## src/hw/rtl/fcd_pkg.sv

```systemverilog
`default_nettype none
package fcd_pkg;
	localparam int FramePixels = 307200;
	localparam int PosW = $clog2(FramePixels);
	localparam int CountW = 19;
	localparam logic [CountW-1:0] CountMax = {CountW{1'b1}};
	localparam int ValW = 64;
	localparam int MemW = ValW + 1;
	localparam int DivSteps = 16;

	localparam logic [1:0] RegDepth = 2'd0;
	localparam logic [1:0] RegChroma = 2'd1;
	localparam logic [1:0] RegRatio = 2'd2;

	typedef struct packed {
		logic        in_region;
		logic [7:0]  red;
		logic [7:0]  green;
		logic [7:0]  blue;
		logic [15:0] depth_mm;
		logic        frame_end;
	} in_item_t;

	typedef struct packed {
		logic              frame_changed;
		logic [CountW-1:0] changed_count;
		logic [CountW-1:0] considered_count;
	} out_item_t;

	typedef struct packed {
		logic load;
		logic div_step;
		logic compare;
		logic mem_write;
		logic mul_lo;
		logic mul_hi;
		logic finish;
		logic clear_step;
	} cmd_t;

	typedef struct packed {
		logic last;
		logic clear_done;
	} status_t;
endpackage
`default_nettype wire

```

## src/hw/rtl/fcd_ctrl.sv

```systemverilog
`default_nettype none
module fcd_ctrl (
	input  wire logic             clk,
	input  wire logic             arst_n,
	input  wire logic             in_valid,
	output logic                  in_ready,
	output logic                  out_valid,
	input  wire logic             out_ready,
	input  wire fcd_pkg::status_t status,
	output fcd_pkg::cmd_t         cmd
);
	typedef enum logic [3:0] {
		S_CLEAR, S_IDLE, S_DIV, S_READ, S_CMP, S_WRITE, S_MUL0, S_MUL1, S_OUT
	} state_t;
	state_t state_q;
	logic [4:0] cnt_q;

	always_comb begin
		cmd = '0;
		cmd.clear_step = state_q == S_CLEAR;
		cmd.load = state_q == S_IDLE && in_valid;
		cmd.div_step = state_q == S_DIV;
		cmd.compare = state_q == S_CMP;
		cmd.mem_write = state_q == S_WRITE;
		cmd.mul_lo = state_q == S_MUL0;
		cmd.mul_hi = state_q == S_MUL1;
		cmd.finish = state_q == S_OUT && out_ready;
	end
	assign in_ready = state_q == S_IDLE;
	assign out_valid = state_q == S_OUT;

	// sequencer
	always_ff @(posedge clk or negedge arst_n) begin
		if (!arst_n) begin
			state_q <= S_CLEAR;
			cnt_q <= '0;
		end else begin
			unique case (state_q)
				S_CLEAR: if (status.clear_done) state_q <= S_IDLE;
				S_IDLE: begin
					if (in_valid) begin
						state_q <= S_DIV;
						cnt_q <= '0;
					end
				end
				S_DIV: begin
					cnt_q <= cnt_q + 5'd1;
					if (cnt_q == 5'(fcd_pkg::DivSteps - 1)) state_q <= S_READ;
				end
				S_READ: state_q <= S_CMP;
				S_CMP: state_q <= S_WRITE;
				S_WRITE: state_q <= status.last ? S_MUL0 : S_IDLE;
				S_MUL0: state_q <= S_MUL1;
				S_MUL1: state_q <= S_OUT;
				S_OUT: if (out_ready) state_q <= S_IDLE;
				default: state_q <= S_IDLE;
			endcase
		end
	end
endmodule
`default_nettype wire

```

## config.mk

```make
export PLATFORM = sky130hd
export DESIGN_NAME = fcd_ctrl
export DESIGN_NICKNAME = d
export VERILOG_FILES = /design/src/hw/rtl/fcd_pkg.sv /design/src/hw/rtl/fcd_ctrl.sv
export SDC_FILE = /design/constraint.sdc
export NUM_CORES = 1
export LEC_CHECK = 0
export BUFFER_PORTS_ARGS = -buffer_cell sky130_fd_sc_hd__clkbuf_2
export CAP_MARGIN = 10
export CELL_PAD_IN_SITES_DETAIL_PLACEMENT = 1
export CELL_PAD_IN_SITES_GLOBAL_PLACEMENT = 2
export CORE_AREA = 8 8 57 59
export DETAILED_ROUTE_END_ITERATION = 10
export DIE_AREA = 0 0 65 67
export GPL_TIMING_DRIVEN = 0
export PLACE_DENSITY = 0.85
export SLEW_MARGIN = 15
export SYNTH_ARGS = -nofsm -noshare
export SYNTH_HDL_FRONTEND = slang
export SYNTH_SLANG_ARGS = --single-unit
export TNS_END_PERCENT = 5
```

## constraint.sdc

```tcl
create_clock -name clk -period 4.65 [get_ports clk]
set_input_delay 0.93 -clock clk [delete_from_list [all_inputs] [get_ports clk]]
set_output_delay 0.93 -clock clk [all_outputs]
set_load 0.01 [all_outputs]
```

# Word level (Yosys, flattened, before mapping)
# Cells that the tools add are included.
dict set report totals {
  elab_cells 30
  register_bits 9
  output_inout_bits 10
  input_bits 6
}
dict set report classes {
  n_eq_ne 13
  mux 8
  add_sub_neg 1
  n_reduce_logical 6
}
# cell count
set ops {}
lappend ops {{case mux 4 bit (9 select lines)} 1}
lappend ops {{equality test 4 x 3 -> 1 bit (second input constant)} 4}
lappend ops {{two-way mux 4 bit} 4}
lappend ops {{case mux 5 bit (2 select lines)} 1}
lappend ops {{equality test 4 x 2 -> 1 bit (second input constant)} 2}
lappend ops {{adder 5 x 1 -> 5 bit (second input constant)} 1}
lappend ops {{equality test 5 x 4 -> 1 bit (second input constant)} 1}
lappend ops {{two-way mux 5 bit} 1}
lappend ops {{equality test 4 x 1 -> 1 bit (second input constant)} 1}
lappend ops {{equality test 4 bit (second input constant)} 1}
lappend ops {{zero test 4 bit} 1}
lappend ops {{!= test 2 x 1 -> 1 bit (second input constant)} 2}
lappend ops {{!= test 2 bit (second input constant)} 2}
lappend ops {{AND reduction 4 bit} 1}
lappend ops {{two-way mux 3 bit} 1}
lappend ops {{logical AND 1 bit} 2}
lappend ops {{AND reduction 2 bit} 1}
lappend ops {{nonzero test 2 bit} 1}

# Depth between registers and ports, before layout
# Gate-level depths: netlist (run 1).
dict set report depth {
  depth_word 3
  depth_mapped 6
}

# Worst setup path after synthesis (run 1)
# OpenSTA, ideal clock, no wires.
dict set report synth_timing {
  path_type {flip-flop to output port}
  from {reg state_q[0]}
  to {out cmd[1] (netlist name)}
  t_arrival_ns 1.137
  n_path_buf 1
  required_ns 3.720
  path_stages_with_launch 4
  setup_slack_ns 2.583
  cell_sequence {dfrtp_1 buf_6 nor4b_4 and2_1}
}
# item line_no
set synth_rtl {}
lappend synth_rtl {{from (decl)} fcd_ctrl.sv:15} ;# state_t state_q;
lappend synth_rtl {{from (signal assigned)} fcd_ctrl.sv:52} ;# S_WRITE: state_q <= status.last ? S_MUL0 : S_IDLE;
lappend synth_rtl {{to (decl)} fcd_ctrl.sv:10} ;# output fcd_pkg::cmd_t cmd

==> results of run 1 <==
## power groups by stage
stage                     clock network (W)  registers (W)  logic [W]
after global placement                    0       0.000133   0.000329
final                             0.0000621       0.000134   0.000335
after floorplan                           0       0.000128   0.000260
after detailed placement                  0       0.000135   0.000341
after CTS                         0.0000648       0.000134   0.000342
after global routing              0.0000679       0.000140   0.000375
## flip-flops by register name, summed over array words and instances (netlist names)
name and cells:
state_q 4, cnt_q 5
## cells by family (layout without fill, tap and decap cells)
family / Yosys count / in the layout / share of synthesized area [%]
and+or+nand+nor: 31 / 31 / 34.2
AOI/OAI and AO/OA: 19 / 19 / 19.9
DFF: 9 / 9 / 32.3
buffers and inverters: 9 / 28 / 8.42
adders and majority gates: 2 / 2 / 3.58
muxes: 1 / 1 / 1.61
## worst max-delay path: stages (launching register included)
cell and delay (ns):
dfrtp_1 0.50, buf_6 0.20, nor4b_4 0.24, and2_1 0.16, clkbuf_2 0.13
## cells in the final DEF, fill, tap and decap left out, types with 2 or more instances in the layout
cell      count
dfrtp_1       9
buf_6         3
ha_1          2
nor3_1        2
and3_1        3
clkbuf_2     15
nand2_1       3
a311oi_1      3
nor3b_1       2
nor4b_4       2
inv_1         4
a211oi_1      2
clkbuf_4      3
nand2b_1      2
buf_2         2
nor2_1        6
a21oi_1       8
## cell type report
cell class / count / share of cell area, %
Clock buffer: 4 / 3.14
Buffer: 5 / 5.23
Timing Repair Buffer: 15 / 8.97
Sequential cell: 9 / 26.9
Inverter: 4 / 1.79
Multi-Input combinational cell: 53 / 49.5
Tap cell: 30 / 4.48
## how the worst max path moves through the flow
stage               start     end  slack [ns]
3_5_place_dp     in_valid  cmd[7]        2.39
3_3_place_gp     in_valid  cmd[7]        2.39
2_1_floorplan  state_q[0]  cmd[1]        2.58
4_1_cts        state_q[0]  cmd[1]        2.20
6_report       state_q[0]  cmd[1]        2.22
5_1_grt        state_q[0]  cmd[1]        2.10
## per-stage QoR
stage	total power [W]	instance area [sq um]	setup WS, ns	cells	util (%)
3_3_place_gp	0.000463	811	2.39	116	34.3
4_1_cts	0.000541	837	2.20	120	35.4
6_report	0.000531	837	2.22	120	35.4
5_1_grt	0.000583	837	2.10	120	35.4
3_5_place_dp	0.000476	811	2.39	116	34.3
2_1_floorplan	0.000388	698	2.58	71	-
## per-layer routing
| layer | GRT usage [%] | vias to the layer above |
|---|---|---|
| met1 | 9.37 | 287 |
| met2 | 16.3 | 7 |
| li1 | - | 298 |
| met5 | 0 | - |
| met4 | 2.45 | 0 |
| met3 | 3.02 | 0 |
==> flow_metrics.py, run 1 <==
metrics = {
    "detailed_routing": {
        "met2_length_um": 922,
        "drt-initial-drc-count": 16,
        "wl_per_cell_um": 14.2,
        "detail_route.first_pass.iterations": 2,
        "top_layer": "met3",
        "routed_wl_um": 1700,
        "wl_met3_um": 50,
        "drc": 0,
        "ant_nets": 0,
        "via_per_inst": 4.93,
        "vias": 592,
        "wl_met1_um": 726,
    },
    "clock_tree": {
        "tritoncts": "yes",
        "cts_setup_buffers": 0,
        "cts-root-buf": "clkbuf_4",
        "clk_latency_ns": 0.26,
        "cts_sinks": 9,
        "max-clock-path-buffers": 2,
        "clkTransAtPathRegs_ns": 0.06,
        "cts_hold_buf": 0,
        "cts_made_buffers": 3,
        "cts_resized": 0,
        "htree_num_levels": 1,
    },
    "finish": {
        "drive_gt1_share_pct": 37.8,
        "syn2layout_area_growth_pct": 19.9,
        "ff_latch_area_sq_um": 225,
        "final_nets": 99,
        "fill_cells": 291,
        "n_antenna_cell": 0,
        "multi_input_area_sq_um": 414,
    },
    "setup_path": {
        "critPathMaxFanout": 10,
        "r2r_slack_ns": 3.00,
        "r2r_start": "cnt_q[0]",
        "critPathRequiredTime_ns": 3.72,
        "arrival_ns": 1.50,
        "ff2ff_path_depth": 6,
        "crit_path_end_kind": "output port",
        "crit_path_start_kind": "register",
        "r2r-end": "state_q[0]",
        "critPathKind": "register to output port",
    },
    "pwr": {
        "p_int_w": 0.000286,
        "swShare_pct": 46.2,
        "power_density_mw_per_mm2": 634,
        "comb_power_share_pct": 63.1,
        "p_leak_nw": 0.383,
        "power_frac_seq_pct": 25.2,
        "p_switching_w": 0.000245,
        "ir_drop_uv": 283,
        "pwr-share-clk_pct": 11.7,
    },
    "sta": {
        "rsz0062_at_grt": "false",
        "max_freq_mhz": 412,
        "worstMarginPinSlew_ns": 0.419,
        "fin_crit_sh_pct": 52.2,
        "fin_worst_skew_ns": 0.00319,
        "setup_violations": 0,
        "finalHoldViolations": 0,
        "maxSlewViolCount": 0,
        "worst_slew_margin_rel_pct": 72.0,
        "hold_slack_ns": 0.515,
        "post-route-min-period_ns": 2.43,
        "fin_tns_setup_ns": 0,
    },
    "floorplanning": {
        "ios": 16,
        "std_cell_rows": 18,
        "die-area_sq_mm": 0.00436,
        "die_w_um": 65,
        "core_sq_mm": 0.00236,
        "start_util_pct": 29.5,
        "die_h_um": 67,
    },
    "worst_hold_path": {
        "hold_path_class": "primary input to async pin",
    },
    "synthesis": {
        "synth.most_common_cell": "dfrtp_1",
        "postSynthRegisterBits": 9,
        "syn_area_per_cell_sq_um": 9.83,
        "synth_top_area_share_pct": 32.3,
        "synthFlopType": "dfrtp_1",
        "async_flop_share_pct": 100,
        "ys_seq_area_share_pct": 32.3,
        "synth_area_leaders": "dfrtp_1 32%, nor4b_4 6.8%, a21oi_1 5.7%, buf_6 4.8%, a311oi_1 3.8%",
        "ys_types": 33,
        "synth_warnings": 0,
        "synthCells": 71,
        "synth_top_area_cell": "dfrtp_1",
        "mappedNetlistArea_sq_um": 698,
        "synth-edff-count": 0,
        "synthTopCellsByCount": "9 x dfrtp_1, 8 x a21oi_1, 6 x nor2_1, 4 x inv_1",
        "syn-num-nets": 79,
    },
    "placement": {
        "hpwl_um": 1330,
        "portBuffers": 15,
        "gp_congestion": 0.724,
    },
    "global_route": {
        "grt_max_degree": 11,
        "gr-total-overflow": 0,
        "antenna_found_initial": 0,
        "grt_pass1_wl_um": 3030,
        "grt_pass1_vias": 645,
        "grtUsageTotal_pct": 8.84,
    },
    "flow_run": {
        "max-cap-violations": 0,
    },
    "run_status": {
        "outcome": "completed",
    },
}
(Power assumes the default switching activity.)
==> inputs of run 2 (changes only) <==
--- a/config.mk
+++ b/config.mk
@@ -5,6 +5,7 @@
 export SDC_FILE = /design/constraint.sdc
 export NUM_CORES = 1
 export LEC_CHECK = 0
+export ABC_AREA = 1
 export BUFFER_PORTS_ARGS = -buffer_cell sky130_fd_sc_hd__clkbuf_2
 export CAP_MARGIN = 10
 export CELL_PAD_IN_SITES_DETAIL_PLACEMENT = 1
@@ -13,7 +14,7 @@
 export DETAILED_ROUTE_END_ITERATION = 10
 export DIE_AREA = 0 0 65 67
 export GPL_TIMING_DRIVEN = 0
-export PLACE_DENSITY = 0.85
+export PLACE_DENSITY = 0.84
 export SLEW_MARGIN = 15
 export SYNTH_ARGS = -nofsm -noshare
 export SYNTH_HDL_FRONTEND = slang
==> constraint.sdc (replaced) <==
create_clock -name clk -period 2.4 [get_ports clk]
set_input_delay 0.48 -clock clk [delete_from_list [all_inputs] [get_ports clk]]
set_output_delay 0.48 -clock clk [all_outputs]
set_load 0.01 [all_outputs]
==> flow_metrics.py, run 2 <==
metrics = {
    "run_status": {
        "outcome": "completed",
    },
    "detailed_routing": {
        "wl_per_cell_um": 11.5,
        "routed_wl_um": 1490,
        "ant_nets": 0,
        "drc": 0,
        "drt-initial-drc-count": 11,
        "via_per_inst": 4.38,
        "vias": 570,
        "detail_route.first_pass.iterations": 2,
    },
    "flow_run": {
        "max-cap-violations": 0,
    },
    "global_route": {
        "grt_max_degree": 10,
        "grt_pass1_wl_um": 2680,
        "gr-total-overflow": 0,
        "antenna_found_initial": 0,
        "grt_pass1_vias": 658,
        "grtUsageTotal_pct": 7.94,
    },
    "placement": {
        "portBuffers": 15,
        "gp_congestion": 0.743,
        "post-place-ws_ns": 0.848,
        "placed_area_sq_um": 716,
        "dp_cells": 126,
        "hpwl_um": 1300,
    },
    "synthesis": {
        "ys_seq_area_share_pct": 37.3,
        "async_flop_share_pct": 100,
        "synth_warnings": 0,
        "mappedNetlistArea_sq_um": 603,
        "syn-num-nets": 89,
        "ys_types": 20,
        "postSynthRegisterBits": 9,
        "synthFlopType": "dfrtp_1",
        "synth_top_area_share_pct": 37.3,
        "synth.most_common_cell": "nand2_1",
        "synth_area_leaders": "dfrtp_1 37%, nand2_1 12%, inv_1 7.5%, nand3_1 5.8%, nor2_4 5.6%",
        "syn_area_per_cell_sq_um": 7.45,
        "synthCells": 81,
        "synth-edff-count": 0,
        "synthTopCellsByCount": "19 x nand2_1, 12 x inv_1, 9 x dfrtp_1, 7 x nand3_1, 5 x inv_2",
        "synth_top_area_cell": "dfrtp_1",
    },
    "setup_path": {
        "crit_family": "flip-flops",
        "crit_buf_inv": 2,
        "crit_path_start_kind": "register",
        "arrival_ns": 1.34,
        "crit_path_end_kind": "output port",
        "critPathMaxFanout": 5,
        "crit_slowest_cell": "dfrtp_1",
        "critPathKind": "register to output port",
        "slowest_delay_ns": 0.46,
        "critPathRequiredTime_ns": 1.92,
        "crit_chain": "nor2_2, inv_2, nor3_1, clkbuf_2",
        "r2r_slack_ns": 0.90,
    },
    "finish": {
        "stdcell_area_sq_um": 742,
        "drive_gt1_share_pct": 36.0,
        "final_util_pct": 31.4,
        "top_regs": "cnt_q: 5 flops, state_q: 4 flops",
        "max_flop_register": "cnt_q",
        "final_nets": 109,
        "final_cell_mix": "19 x nand2_1, 15 x clkbuf_2, 12 x inv_1",
        "finalNonFillerCells": 130,
        "n_antenna_cell": 0,
        "largest_reg_flops": 5,
        "final_common_cell": "nand2_1",
        "syn2layout_area_growth_pct": 23.0,
    },
    "sta": {
        "rsz0062_at_grt": "false",
        "worst_slew_margin_rel_pct": 81.9,
        "fin_tns_setup_ns": 0,
        "max_freq_mhz": 549,
        "worst_slack_ns": 0.577,
        "setup_violations": 0,
        "fin_crit_sh_pct": 75.9,
        "fin_worst_skew_ns": 0.00493,
        "finalHoldViolations": 0,
        "worstMarginPinSlew_ns": 0.271,
        "maxSlewViolCount": 0,
        "post-route-min-period_ns": 1.82,
    },
    "clock_tree": {
        "clk_latency_ns": 0.27,
        "cts_resized": 0,
        "cts_hold_buf": 0,
        "cts_made_buffers": 3,
        "htree_num_levels": 1,
        "cts_sinks": 9,
        "max-clock-path-buffers": 2,
        "cts-root-buf": "clkbuf_4",
        "tritoncts": "yes",
        "clkTransAtPathRegs_ns": 0.06,
        "cts_setup_buffers": 0,
    },
    "pwr": {
        "p_leak_nw": 0.426,
        "ir_drop_uv": 353,
        "power_density_mw_per_mm2": 1170,
    },
    "worst_hold_path": {
        "hold_path_class": "primary input to async pin",
    },
    "floorplanning": {
        "std_cell_rows": 18,
        "die_w_um": 65,
        "ios": 16,
        "die-area_sq_mm": 0.00436,
        "start_util_pct": 25.5,
        "core_sq_mm": 0.00236,
        "die_h_um": 67,
    },
}
[run 2: cell types whose count changed in the layout (fill, tap and decap cells not counted), sizes merged, moves of 3 or more]
| cell | before | now |
|---|---|---|
| a21oi | 9 | 0 |
| and3 | 4 | 1 |
| o21ai | 0 | 6 |
| nand2b | 3 | 0 |
| inv | 4 | 17 |
| buf | 5 | 0 |
| nand3 | 0 | 9 |
| a311oi | 3 | 0 |
| nor2 | 6 | 11 |
| nand2 | 3 | 21 |
[run 2: stage by stage]
stage	hold slack (ns)	total power (W)
after floorplan	0.184	0.000622
after global placement	0.347	0.000751
after detailed placement	0.354	0.000767
after CTS	0.0577	0.000897
after global routing	0.0702	0.000962
final	0.0571	0.000866
[run 2: worst register-to-register path, delay by kind of cell (launching register included)]
family / cells / cell delay [ns]
adder cells (fa/ha/maj): 2 / 0.41
buffers and inverters: 1 / 0.05
flip-flops: 1 / 0.41
AND/OR/NAND/NOR: 6 / 0.53
[run 2: kinds of logic after synthesis]
family / count (synthesis) / synth area share, %
buffers and inverters: 18 / 11.2
flip-flops: 9 / 37.3
AND/OR/NAND/NOR: 44 / 38.2
XOR/XNOR: 2 / 2.91
AO/OA/AOI/OAI: 6 / 6.22
adder cells (fa/ha/maj): 2 / 4.15
[run 2: area by class of cell]
type | instances | area, sq um
well taps | 30 | 37.5
multi-input cells | 54 | 310
repair buffers | 15 | 75.1
inverters | 18 | 67.6
clock buffers | 4 | 26.3
fillers | 310 | 1620
flip-flops and latches | 9 | 225
[run 2: power by group]
| part | internal, W | switching (W) |
|---|---|---|
| clock network | 0.0000643 | 0.0000563 |
| registers | 0.000201 | 0.0000717 |
| logic | 0.000169 | 0.000304 |
[run 2: path summary, 6_finish.rpt]
path,startpoint,end,cells after the start
max reg2reg,cnt_q[0],state_q[1],9
min,arst_n,cnt_q[0],1
max,state_q[1],cmd[0],4
min reg2reg,cnt_q[1],cnt_q[1],2
min in group clk,status[1],state_q[0],4
max in group asynchronous,arst_n,state_q[2],1
[run 2: per-layer routing]
metal | vias to the layer above | routed length [um] | global-route usage [%]
li1 | 286 | - | -
met1 | 260 | 599 | 7.63
met2 | 17 | 712 | 13.7
met3 | 7 | 115 | 2.68
met4 | 0 | 65 | 6.54
met5 | - | 0 | 0
==> inputs of run 3 (changes only) <==
--- a/config.mk
+++ b/config.mk
@@ -10,11 +10,11 @@
 export CAP_MARGIN = 10
 export CELL_PAD_IN_SITES_DETAIL_PLACEMENT = 1
 export CELL_PAD_IN_SITES_GLOBAL_PLACEMENT = 2
-export CORE_AREA = 8 8 57 59
+export CORE_AREA = 8 8 60 62
 export DETAILED_ROUTE_END_ITERATION = 10
-export DIE_AREA = 0 0 65 67
+export DIE_AREA = 0 0 68 70
 export GPL_TIMING_DRIVEN = 0
-export PLACE_DENSITY = 0.84
+export PLACE_DENSITY = 0.79
 export SLEW_MARGIN = 15
 export SYNTH_ARGS = -nofsm -noshare
 export SYNTH_HDL_FRONTEND = slang
==> constraint.sdc (replaced) <==
create_clock -name clk -period 1.58 [get_ports clk]
set_input_delay 0.316 -clock clk [delete_from_list [all_inputs] [get_ports clk]]
set_output_delay 0.316 -clock clk [all_outputs]
set_load 0.01 [all_outputs]
==> flow_metrics.py, run 3 (same netlist as run 2, synthesis figures left out) <==
metrics = {
    "sta": {
        "max_freq_mhz": 649,
        "fin_tns_setup_ns": 0,
        "fin_crit_sh_pct": 97.5,
        "setup_violations": 0,
        "maxSlewViolCount": 0,
        "worst_slew_margin_rel_pct": 84.0,
        "post-route-min-period_ns": 1.54,
        "finalHoldViolations": 0,
        "fin_worst_skew_ns": 0.000614,
        "worstMarginPinSlew_ns": 0.239,
        "rsz0062_at_grt": "true",
    },
    "floorplanning": {
        "std_cell_rows": 19,
        "start_util_pct": 22.7,
        "die-area_sq_mm": 0.00476,
        "ios": 16,
        "core_sq_mm": 0.00266,
        "die_w_um": 68,
        "die_h_um": 70,
    },
    "detailed_routing": {
        "detail_route.first_pass.iterations": 2,
        "vias": 583,
        "drc": 0,
        "ant_nets": 0,
        "wl_per_cell_um": 11.7,
        "via_per_inst": 4.22,
        "routed_wl_um": 1610,
        "drt-initial-drc-count": 25,
    },
    "setup_path": {
        "critPathMaxFanout": 4,
        "r2r_start": "state_q[2]",
        "crit_path_start_kind": "register",
        "crit_path_end_kind": "output port",
        "critPathLaunch": "state_q[2]",
        "critPathKind": "register to output port",
        "critPathRequiredTime_ns": 1.26,
        "arrival_ns": 1.22,
    },
    "finish": {
        "max_flop_register": "cnt_q",
        "largest_reg_flops": 5,
        "final_util_pct": 31.2,
        "n_antenna_cell": 0,
        "multi_input_area_sq_um": 338,
        "ff_latch_area_sq_um": 230,
        "drive_gt1_share_pct": 47.7,
        "final_cell_mix": "18 x nand2_1, 12 x clkbuf_2, 11 x inv_1",
        "syn2layout_area_growth_pct": 37.8,
        "finalNonFillerCells": 138,
        "final_nets": 116,
        "fill_cells": 333,
        "final_common_cell": "nand2_1",
        "top_regs": "cnt_q: 5 flops, state_q: 4 flops",
    },
    "global_route": {
        "antenna_found_initial": 0,
        "grtUsageTotal_pct": 7.30,
        "busiest_layer": "met2",
        "grt_pass1_vias": 572,
        "gr-total-overflow": 0,
        "met3_usage_pct": 2.87,
        "grt_pass1_wl_um": 2640,
        "use_met1_pct": 8.20,
        "grt_use_met2_pct": 11.0,
        "grt_max_degree": 10,
    },
    "pwr": {
        "power_density_mw_per_mm2": 1860,
        "ir_drop_uv": 700,
        "p_leak_nw": 0.462,
        "power_w": 0.00154,
    },
    "worst_hold_path": {
        "hold_path_class": "primary input to register",
        "min_from": "in_valid",
    },
    "clock_tree": {
        "cts-root-buf": "clkbuf_4",
        "cts_made_buffers": 3,
        "clk_latency_ns": 0.26,
        "tritoncts": "yes",
        "max-clock-path-buffers": 2,
        "clkTransAtPathRegs_ns": 0.06,
        "htree_num_levels": 1,
        "cts_sinks": 9,
    },
    "placement": {
        "dp_cells": 127,
        "portBuffers": 15,
        "hpwl_um": 1240,
        "gp_congestion": 0.745,
    },
    "run_status": {
        "outcome": "completed",
    },
    "flow_run": {
        "max-cap-violations": 0,
    },
}
-- run 3: cell types whose count changed in the layout (fill, tap and decap cells not counted), sizes merged --
| cell | previous run | this run |
|---|---|---|
| dlygate4sd3 | 0 | 1 |
| buf | 0 | 9 |
| clkbuf | 19 | 16 |
-- run 3: power breakdown --
part / switching (W) / leakage [nW] / internal, W / total [W]
Combinational: 0.000548 / 0.333 / 0.000380 / 0.000927
Sequential: 0.000125 / 0.114 / 0.000314 / 0.000439
Clock: 0.0000802 / 0.0150 / 0.0000973 / 0.000178
Total: 0.000753 / 0.462 / 0.000791 / 0.00154
-- run 3: final timing paths --
check / end / slack, ns / cells after the start
setup / recovery: cmd[7] / 0.04 / 4
hold / removal: state_q[0] / 0.37 / 4
setup reg to reg: cnt_q[2] / 0.09 / 9
hold reg to reg: cnt_q[4] / 0.49 / 2
max in group asynchronous: state_q[3] / 0.92 / 2
min in group asynchronous: cnt_q[1] / 0.44 / 2
-- run 3: repair_timing --
item | CTS | global route
hold buffers | 1 | 0
hold endpoints to repair | 9 | 0
resized for setup | 6 | 9
setup buffers | 3 | 3
endpoints found under the setup margin | 7 | 9
pin swaps | 2 | 4
-- run 3: stage by stage --
| step | setup slack [ns] | hold WS, ns | instance area [sq um] |
|---|---|---|---|
| 2_1_floorplan | 0.201 | 0.0204 | 603 |
| 3_3_place_gp | 0.125 | 0.184 | 717 |
| 3_5_place_dp | 0.102 | 0.191 | 717 |
| 4_1_cts | -0.00808 | 0.360 | 795 |
| 5_1_grt | -0.0478 | 0.362 | 831 |
| 6_report | 0.0401 | 0.373 | 831 |
-- run 3: routing by layer --
metal	share of wire [%]	wire length, um
met1	45	732
met2	46	740
met3	6.6	106
met4	1.9	31
met5	0	0
-- run 3: worst max-delay path, stage by stage, from the launching register on --
cell and delay, ns:
dfrtp_2 0.45, nor2_4 0.19, nand2_1 0.09, nor2_1 0.09, clkbuf_2 0.14
-- run 3: cell type report --
class                   count  area share, %
multi-input cells          54           40.7
flip-flops and latches      9           27.7
repair buffers             22           15.7
inverters                  18           8.13
well taps                  31           4.67
clock buffers               4           3.16
